==> config.mk <==
export PLATFORM = sky130hd
export DESIGN_NAME = rsa_modular_exponentiation
export DESIGN_NICKNAME = d
export VERILOG_FILES = /design/src/rtl/rsa_mexp_pkg.sv /design/src/rtl/rsa_mexp_ctrl.sv /design/src/rtl/rsa_mexp_dp.sv /design/src/rtl/rsa_modular_exponentiation.sv
export SDC_FILE = /design/constraint.sdc
export NUM_CORES = 1
export LEC_CHECK = 0
export BUFFER_PORTS_ARGS = -buffer_cell sky130_fd_sc_hd__buf_2
export CAP_MARGIN = 40
export CORE_UTILIZATION = 64
export CTS_BUF_LIST = sky130_fd_sc_hd__clkbuf_2 sky130_fd_sc_hd__clkbuf_4 sky130_fd_sc_hd__clkbuf_8
export DETAILED_ROUTE_END_ITERATION = 8
export PLACE_DENSITY = 0.83
export SYNTH_ARGS = -nofsm -noshare
export SYNTH_HDL_FRONTEND = slang
export SYNTH_SLANG_ARGS = --single-unit
==> constraint.sdc <==
create_clock -name clk -period 6.13 [get_ports clk]
set_input_delay 0.9195 -clock clk [delete_from_list [all_inputs] [get_ports clk]]
set_output_delay 0.9195 -clock clk [all_outputs]
set_load 0.01 [all_outputs]
==> src/rtl/rsa_mexp_pkg.sv <==
// ----------------------------------------------------------------------------
// RSA modular exponentiation - shared definitions
// Word width, register indexes and the controller/datapath command bundle.
// ----------------------------------------------------------------------------
package rsa_mexp_pkg;

  localparam int WORD_BITS = 32;
  localparam int CNT_W     = $clog2(WORD_BITS);
  localparam int IDX_W     = 2;

  typedef logic [WORD_BITS-1:0] word_t;

  // configuration register indexes
  typedef enum logic [IDX_W-1:0] {
    REG_MODULUS  = 2'd0,
    REG_PUB_EXP  = 2'd1,
    REG_PRIV_EXP = 2'd2
  } reg_idx_t;

  localparam word_t MODULUS_RST  = WORD_BITS'(391);
  localparam word_t PUB_EXP_RST  = WORD_BITS'(3);
  localparam word_t PRIV_EXP_RST = WORD_BITS'(235);

  // operand selection for a new multiply
  typedef enum logic [0:0] {
    SEL_ACC = 1'b0,   // acc * sq
    SEL_SQ  = 1'b1    // sq * sq
  } mul_sel_t;

  typedef struct packed {
    logic     load;      // capture message / exponent, start reduction of message
    logic     mul_start; // clear partial product, load operands
    mul_sel_t mul_sel;
    logic     mul_step;  // one multiplier bit
    logic     wb_acc;    // product -> acc
    logic     wb_sq;     // product -> sq (also ends message reduction)
    logic     exp_shift; // next exponent bit
    logic     res_load;  // result -> output register
  } cmd_t;

  typedef struct packed {
    logic exp_zero;      // no set exponent bits left
    logic exp_lsb;       // current exponent bit
  } sts_t;

endpackage

==> src/rtl/rsa_mexp_ctrl.sv <==
// ----------------------------------------------------------------------------
// RSA modular exponentiation - controller
// Sequences message reduction, square-and-multiply and result hand-off.
// ----------------------------------------------------------------------------
module rsa_mexp_ctrl import rsa_mexp_pkg::*; (
  input  logic clk,
  input  logic rst_n,
  input  logic in_accept,
  output logic in_ready,
  input  logic out_ready,
  output logic out_valid,
  input  sts_t sts,
  output cmd_t cmd
);

  typedef enum logic [5:0] {
    ST_IDLE = 6'b000001,
    ST_RED  = 6'b000010,
    ST_TEST = 6'b000100,
    ST_MACC = 6'b001000,
    ST_MSQ  = 6'b010000,
    ST_FIN  = 6'b100000
  } state_t;

  state_t           state_r, state_nxt;
  logic [CNT_W-1:0] cnt_r, cnt_nxt;
  logic             out_valid_r, out_valid_nxt;
  logic             last;

  assign last      = (cnt_r == '0);
  assign in_ready  = (state_r == ST_IDLE);
  assign out_valid = out_valid_r;

  always_comb begin
    state_nxt = state_r;
    cmd       = '0;
    unique case (state_r)
      ST_IDLE: begin
        if (in_accept) begin
          cmd.load  = 1'b1;
          state_nxt = ST_RED;
        end
      end
      ST_RED: begin
        cmd.mul_step = 1'b1;
        if (last) begin
          cmd.wb_sq = 1'b1;
          state_nxt = ST_TEST;
        end
      end
      ST_TEST: begin
        if (sts.exp_zero) begin
          state_nxt = ST_FIN;
        end else if (sts.exp_lsb) begin
          cmd.mul_start = 1'b1;
          cmd.mul_sel   = SEL_ACC;
          state_nxt     = ST_MACC;
        end else begin
          cmd.mul_start = 1'b1;
          cmd.mul_sel   = SEL_SQ;
          state_nxt     = ST_MSQ;
        end
      end
      ST_MACC: begin
        cmd.mul_step = 1'b1;
        if (last) begin
          cmd.wb_acc    = 1'b1;
          cmd.mul_start = 1'b1;
          cmd.mul_sel   = SEL_SQ;
          state_nxt     = ST_MSQ;
        end
      end
      ST_MSQ: begin
        cmd.mul_step = 1'b1;
        if (last) begin
          cmd.wb_sq     = 1'b1;
          cmd.exp_shift = 1'b1;
          state_nxt     = ST_TEST;
        end
      end
      ST_FIN: begin
        if (!out_valid_r || out_ready) begin
          cmd.res_load = 1'b1;
          state_nxt    = ST_IDLE;
        end
      end
      default: state_nxt = ST_IDLE;
    endcase
  end

  always_comb begin
    cnt_nxt = cnt_r;
    if (cmd.load || cmd.mul_start) begin
      cnt_nxt = CNT_W'(WORD_BITS - 1);
    end else if (cmd.mul_step) begin
      cnt_nxt = cnt_r - 1'b1;
    end
  end

  always_comb begin
    out_valid_nxt = out_valid_r;
    if (cmd.res_load) begin
      out_valid_nxt = 1'b1;
    end else if (out_ready) begin
      out_valid_nxt = 1'b0;
    end
  end

  always_ff @(posedge clk) begin
    if (!rst_n) begin
      state_r     <= ST_IDLE;
      cnt_r       <= '0;
      out_valid_r <= 1'b0;
    end else begin
      state_r     <= state_nxt;
      cnt_r       <= cnt_nxt;
      out_valid_r <= out_valid_nxt;
    end
  end

endmodule

==> src/rtl/rsa_mexp_dp.sv <==
// ----------------------------------------------------------------------------
// RSA modular exponentiation - datapath
// Key registers, bit-serial interleaved modular multiplier, acc/sq/exp regs.
// ----------------------------------------------------------------------------
module rsa_mexp_dp import rsa_mexp_pkg::*; (
  input  logic                 clk,
  input  logic                 rst_n,
  input  logic                 cfg_we,
  input  logic [IDX_W-1:0]     cfg_idx,
  input  word_t                cfg_wdata,
  input  logic                 op,
  input  word_t                message,
  input  cmd_t                 cmd,
  output sts_t                 sts,
  output word_t                result
);

  localparam int TW = WORD_BITS + 2;

  word_t modulus_r, pub_exp_r, priv_exp_r;
  word_t a_r, b_r, p_r, acc_r, sq_r, exp_r, res_r;
  logic  zexp_r;

  word_t         one_m, p_step;
  logic [TW-1:0] t, m1, m2;
  logic [TW:0]   d1, d2;

  // 1 mod m (m == 0 wraps, so 1 stays)
  assign one_m = (modulus_r == WORD_BITS'(1)) ? '0 : WORD_BITS'(1);

  // one interleaved step: p = (2p + bit*a) mod m, with p, a < m, so t < 3m
  always_comb begin
    t  = {1'b0, p_r, 1'b0} + {2'b00, (b_r[WORD_BITS-1] ? a_r : word_t'(0))};
    m1 = {2'b00, modulus_r};
    m2 = {1'b0, modulus_r, 1'b0};
    d1 = {1'b0, t} - {1'b0, m1};
    d2 = {1'b0, t} - {1'b0, m2};
    if (modulus_r == '0) begin
      p_step = t[WORD_BITS-1:0];
    end else if (!d2[TW]) begin
      p_step = d2[WORD_BITS-1:0];
    end else if (!d1[TW]) begin
      p_step = d1[WORD_BITS-1:0];
    end else begin
      p_step = t[WORD_BITS-1:0];
    end
  end

  // key registers
  always_ff @(posedge clk) begin
    if (!rst_n) begin
      modulus_r  <= MODULUS_RST;
      pub_exp_r  <= PUB_EXP_RST;
      priv_exp_r <= PRIV_EXP_RST;
    end else if (cfg_we) begin
      case (cfg_idx)
        REG_MODULUS:  modulus_r  <= cfg_wdata;
        REG_PUB_EXP:  pub_exp_r  <= cfg_wdata;
        REG_PRIV_EXP: priv_exp_r <= cfg_wdata;
        default: ;
      endcase
    end
  end

  // working registers (payload, no reset)
  always_ff @(posedge clk) begin
    if (cmd.load) begin
      a_r    <= one_m;      // message * (1 mod m) reduces the message
      b_r    <= message;
      p_r    <= '0;
      exp_r  <= op ? priv_exp_r : pub_exp_r;
      zexp_r <= op ? (priv_exp_r == '0) : (pub_exp_r == '0);
    end else if (cmd.mul_start) begin
      a_r <= sq_r;
      b_r <= (cmd.mul_sel == SEL_ACC) ? acc_r : sq_r;
      p_r <= '0;
    end else if (cmd.mul_step) begin
      b_r <= {b_r[WORD_BITS-2:0], 1'b0};
      p_r <= p_step;
    end
    if (cmd.wb_sq) begin
      sq_r <= p_step;
    end
    if (cmd.load) begin
      acc_r <= one_m;
    end else if (cmd.wb_acc) begin
      acc_r <= p_step;
    end
    if (cmd.exp_shift) begin
      exp_r <= {1'b0, exp_r[WORD_BITS-1:1]};
    end
    if (cmd.res_load) begin
      res_r <= zexp_r ? WORD_BITS'(1) : acc_r;
    end
  end

  assign sts.exp_zero = (exp_r == '0);
  assign sts.exp_lsb  = exp_r[0];
  assign result       = res_r;

endmodule

==> src/rtl/rsa_modular_exponentiation.sv <==
// ----------------------------------------------------------------------------
// RSA modular exponentiation - top level
// message ^ e (encrypt) or message ^ d (decrypt) mod n, square-and-multiply.
// ----------------------------------------------------------------------------
//  channel  direction  beat contents
//  in_      slave      tdata = message[31:0], tuser = op (0 encrypt, 1 decrypt)
//  out_     master     tdata = result[31:0]
//  cfg_     slave      index 0 modulus, 1 public exp, 2 private exp; data 32b
//
//  Sequence: message reduction, then per exponent bit up to the top set
//  bit: a test, a multiply if the bit is set, then a square; then the
//  hand-off. The multiplier works one bit a cycle.
//  Zero exponent: result 1.
//  Reset: rst_n synchronous, active low; key registers return to 391 / 3 / 235.
//  Stalls: one input beat in work at a time; a finished result waits in the
//  output register and the next beat is taken meanwhile. cfg_ready stays high;
//  write the keys only while idle.
// ----------------------------------------------------------------------------
module rsa_modular_exponentiation import rsa_mexp_pkg::*; (
  input  logic                 clk,
  input  logic                 rst_n,
  // input stream
  input  logic                 in_tvalid,
  output logic                 in_tready,
  input  logic [WORD_BITS-1:0] in_tdata,   // [31:0] message
  input  logic                 in_tuser,   // [0] op
  // result stream
  output logic                 out_tvalid,
  input  logic                 out_tready,
  output logic [WORD_BITS-1:0] out_tdata,  // [31:0] result
  // configuration writes
  input  logic                 cfg_valid,
  output logic                 cfg_ready,
  input  logic [IDX_W-1:0]     cfg_index,
  input  logic [WORD_BITS-1:0] cfg_data
);

  cmd_t cmd;
  sts_t sts;
  logic in_accept;

  assign in_accept = in_tvalid & in_tready;
  assign cfg_ready = 1'b1;

  rsa_mexp_ctrl u_ctrl (
    .clk       (clk),
    .rst_n     (rst_n),
    .in_accept (in_accept),
    .in_ready  (in_tready),
    .out_ready (out_tready),
    .out_valid (out_tvalid),
    .sts       (sts),
    .cmd       (cmd)
  );

  rsa_mexp_dp u_dp (
    .clk       (clk),
    .rst_n     (rst_n),
    .cfg_we    (cfg_valid & cfg_ready),
    .cfg_idx   (cfg_index),
    .cfg_wdata (cfg_data),
    .op        (in_tuser),
    .message   (in_tdata),
    .cmd       (cmd),
    .sts       (sts),
    .result    (out_tdata)
  );

endmodule

==> flow_summary_export.csv <==
group,metric,value,unit
yosys,yosys.area_share.adder,6.45,%
setup_path,max_stage_delay,0.46,ns
sta,clock_skew,0.0445,ns
floorplan,start_util,65.5,%
sta,worstMarginPinSlew,0.897,ns
yosys,synth_seq_area_share,43.9,%
placement,dp_hpwl,40800,um
floorplan,row_count,63,
setup_path,timing.rr.end,"u_dp.acc_r[31]$_SDFFCE_PP0P_",
cells_and_area,syn_to_final_growth,12.0,%
clock_tree,htree_num_levels,2,
placement,port_buffers,105,
global_routing,overflow,0,
placement,place_area,20600,um2
setup_path,r2r_slack,0.30,ns
setup_path,worstSetupPathType,"reg -> reg",
routing,drtIter0Drc,1797,
cells_and_area,finalNetCount,2349,
floorplan,coreArea,29900,um2
run_status,status,"finished clean",
sta,max_freq,171,MHz
floorplan,pin_count,107,
global_routing,grt_pass1_wl,86900,um
clock_tree,clock_latency,0.62,ns
yosys,synth-simple-area-share,17.4,%
setup_path,path_buf_inv,1,
worst_hold_path,hold_end,"u_dp.modulus_r[12]$_SDFFE_PN0P_",
yosys,yosys.area.top_type,"edfxtp_1",
floorplan,dieArea,31300,um2
sta,slew_headroom,40.2,%
routing,firstDrtPassIters,6,
setup_path,ff2ff_path_depth,20,
clock_tree,hold_buffers,0,
cells_and_area,drive_gt1_share,14.2,%
clock_tree,path_clk_slew,0.07,ns
setup_path,arrival,6.16,ns
floorplan,fp.dieH,177,um
power_and_ir_drop,ir_drop,0.236,mV
yosys,synth_top_family_by_area,"compound AO/OA/AOI/OAI gates",
sta,fin_hold_ws,0.482,ns
cells_and_area,postLayoutCoreUtil,73.3,%
worst_hold_path,hold_path_class,"reg -> reg",
yosys,ys_ff_latch,333,
yosys,syn_area_per_cell,9.47,um2
yosys,yosysWarnings,0,
routing,avgRoutedWirePerCell,21.5,um
yosys,synth-edff-count,192,
setup_path,cp_cell_sequence,"buf_4 -> and2_1 -> ha_1 -> o21ai_1 -> nor3_1 -> o41a_1 -> nor2_1 -> o21ai_0 -> a21oi_1 -> xnor2_1 -> ha_1 -> a21oi_1 -> o21ai_0 -> a2111o_1 -> nor3_2 -> o31ai_1 -> a41oi_1 -> xnor2_1 -> a22oi_1 -> a21oi_1",
setup_path,end_kind,"register",
clock_tree,cts_tree,"yes",
worst_hold_path,hold_path_depth,2,
routing,vias,16800,
setup_path,r2r_start,"u_dp.b_r[31]$_DFFE_PP_",
yosys,synth_cell_types,92,
job,cap_violations,0,
clock_tree,cts_sinks,333,
clock_tree,cts_max_path_buffers,3,
yosys,synthCells,2065,
routing,ant_nets,0,
routing,post_drt_via_cell_ratio,6.45,
yosys,synth_ff_type,"edfxtp_1",
power_and_ir_drop,power_density,362,nW/um2
cells_and_area,n_fill_cell,2206,
sta,period_needed,5.83,ns
routing,drcViolationCount,0,
setup_path,crit_required,6.46,ns
yosys,syn-cell-area,19600,um2
yosys,netlist_top_cells_count,"274 x nand2_1, 192 x edfxtp_1, 141 x dfxtp_1",
global_routing,grt_pass1_vias,15700,
yosys,synth.most_common_cell,"nand2_1",
setup_path,cpLargestDelayFamily,"compound AO/OA/AOI/OAI gates",
setup_path,crit_top_cell,"a21oi_1",
setup_path,cp_slowest_cell,"xnor2_1",
floorplan,chipWidth,177,um
yosys,synth_compound_area_share,21.3,%
sta,fin_crit_sh,95.2,%
yosys,synthTopCellsByArea,"edfxtp_1 29%, dfxtp_1 14%, ha_1 6.1%",
yosys,synth_xor_xnor_area_share,3.54,%
clock_tree,root_buffer,"clkbuf_8",
global_routing,antenna_found_initial,0,
clock_tree,cts_made_buffers,52,
global_routing,grt_max_degree,109,
setup_path,path_max_fanout,20,
sta,setup_viol,0,
yosys,yosysTopAreaCellShare,29.5,%
sta,slew_viol_final,0,
power_and_ir_drop,p_leak,8.74,nW
global_routing,grtUsageTotal,35.7,%
cells_and_area,antenna_cells,0,
yosys,synth_async_sr_flop_share,0,%
sta,finalHoldViolCount,0,
cells_and_area,fin_area,21900,um2
setup_path,cp-start-kind,"register",
yosys,synth_nets,2236,
yosys,synthMuxAreaShare,3.65,%
placement,gp_congestion,0.960,
worst_hold_path,worstHoldStart,"u_dp.modulus_r[12]$_SDFFE_PN0P_",
sta,fin_setup_tns,0,ns
routing,routed_wirelength,56200,um
## placed cells by master, fill, tap and decap left out, types with 17 or more instances in the layout
cell | netlist | routed
a21o_1 | 33 | 33
nand4_1 | 22 | 22
o211ai_1 | 17 | 17
clkbuf_8 | 0 | 58
buf_2 | 7 | 105
nor3_1 | 32 | 31
xor2_1 | 34 | 33
nor2b_1 | 44 | 43
edfxtp_1 | 192 | 192
dfxtp_1 | 141 | 141
mux2i_1 | 68 | 68
and2_1 | 73 | 73
nor2_1 | 122 | 121
ha_1 | 96 | 96
a22oi_1 | 39 | 39
a21boi_0 | 93 | 93
a21oi_1 | 136 | 133
nand2_1 | 274 | 274
inv_1 | 74 | 73
o21a_1 | 21 | 21
nand3_1 | 36 | 36
o21ai_0 | 102 | 102
xnor2_1 | 45 | 45
nand2b_1 | 18 | 18
buf_4 | 4 | 57
nor4_1 | 29 | 29
## metal layers
metal,vias up,track usage [%],routed length [um]
li1,7794,-,-
met1,8085,51.9,24700
met2,886,56.6,25500
met3,73,5.63,5320
met4,0,6.82,779
met5,-,0,0
## through the flow
step                power [mW]  std cells  setup slack [ns]
finish                    7.94       2612             0.297
global route              8.27       2612          -0.00987
CTS                       7.77       2608            0.0976
detailed placement        5.63       2510             0.189
global placement          5.57       2508             0.235
floorplan                 4.74       2065             0.964
## report_power, final
| group | switching [mW] | internal (mW) | leakage (nW) |
|---|---|---|---|
| Sequential | 0.109 | 2.68 | 2.97 |
| Clock | 0.928 | 1.21 | 0.632 |
| Combinational | 1.87 | 1.15 | 5.14 |
| Total | 2.90 | 5.04 | 8.74 |
## worst max-delay path by stage
stage | start | cells past startpoint | endpoint | slack, ns
3_3_place_gp | u_dp.b_r[31]$_DFFE_PP_ | 19 | u_dp.acc_r[2]$_SDFFCE_PP0P_ | 0.24
6_report | u_dp.b_r[31]$_DFFE_PP_ | 20 | u_dp.acc_r[31]$_SDFFCE_PP0P_ | 0.30
3_5_place_dp | u_dp.b_r[31]$_DFFE_PP_ | 21 | u_dp.sq_r[2]$_DFFE_PP_ | 0.19
5_1_grt | u_dp.b_r[31]$_DFFE_PP_ | 22 | u_dp.acc_r[25]$_SDFFCE_PP0P_ | -0.01
4_1_cts | u_dp.b_r[31]$_DFFE_PP_ | 21 | u_dp.acc_r[10]$_SDFFCE_PP0P_ | 0.1
2_1_floorplan | u_dp.b_r[31]$_DFFE_PP_ | 21 | u_dp.acc_r[13]$_SDFFCE_PP0P_ | 0.96
## registers in the layout, indices dropped and copies added (netlist names)
signal / count
u_dp.result: 32
u_ctrl.out_valid: 1
u_ctrl.cnt_r: 5
u_dp.sq_r: 32
u_dp.b_r: 32
u_dp.a_r: 32
u_dp.zexp_r: 1
u_ctrl.state_r: 6
u_dp.pub_exp_r: 32
u_dp.acc_r: 32
u_dp.modulus_r: 32
u_dp.priv_exp_r: 32
u_dp.p_r: 32
u_dp.exp_r: 32
## worst register-to-register path, delay by kind of cell, from the launching register on
kind	cells	cell delay, ns
flops	1	0.42
xor+xnor	2	0.64
compound gates	11	2.49
fa+ha+maj	2	0.76
simple gates	4	1.03
buf+inv	1	0.22
## logic make-up (layout without fill, tap and decap cells)
group / after synthesis / after routing
AO/OA/AOI/OAI: 598 / 598
XOR/XNOR: 79 / 79
adder cells (fa/ha/maj): 99 / 99
buffers and inverters: 181 / 338
flip-flops: 333 / 333
multiplexers: 71 / 71
other: 1 / 1
AND/OR/NAND/NOR: 703 / 703
## cell type report
type                            instances  area (um2)  share of cell area (%)
Tap cell                              390         488                    2.23
Clock inverter                         28         304                    1.39
Clock buffer                           70         888                    4.05
Timing Repair Buffer                  165        1020                    4.64
Inverter                               75         282                    1.28
Multi-Input combinational cell       1551       10300                    47.2
Sequential cell                       333        8590                    39.2
## repair_timing
action,in CTS,in global routing
resized for setup,0,13
setup buffers,0,4
endpoints found under the setup margin,0,88
Power figures use the tool's default switching activity.
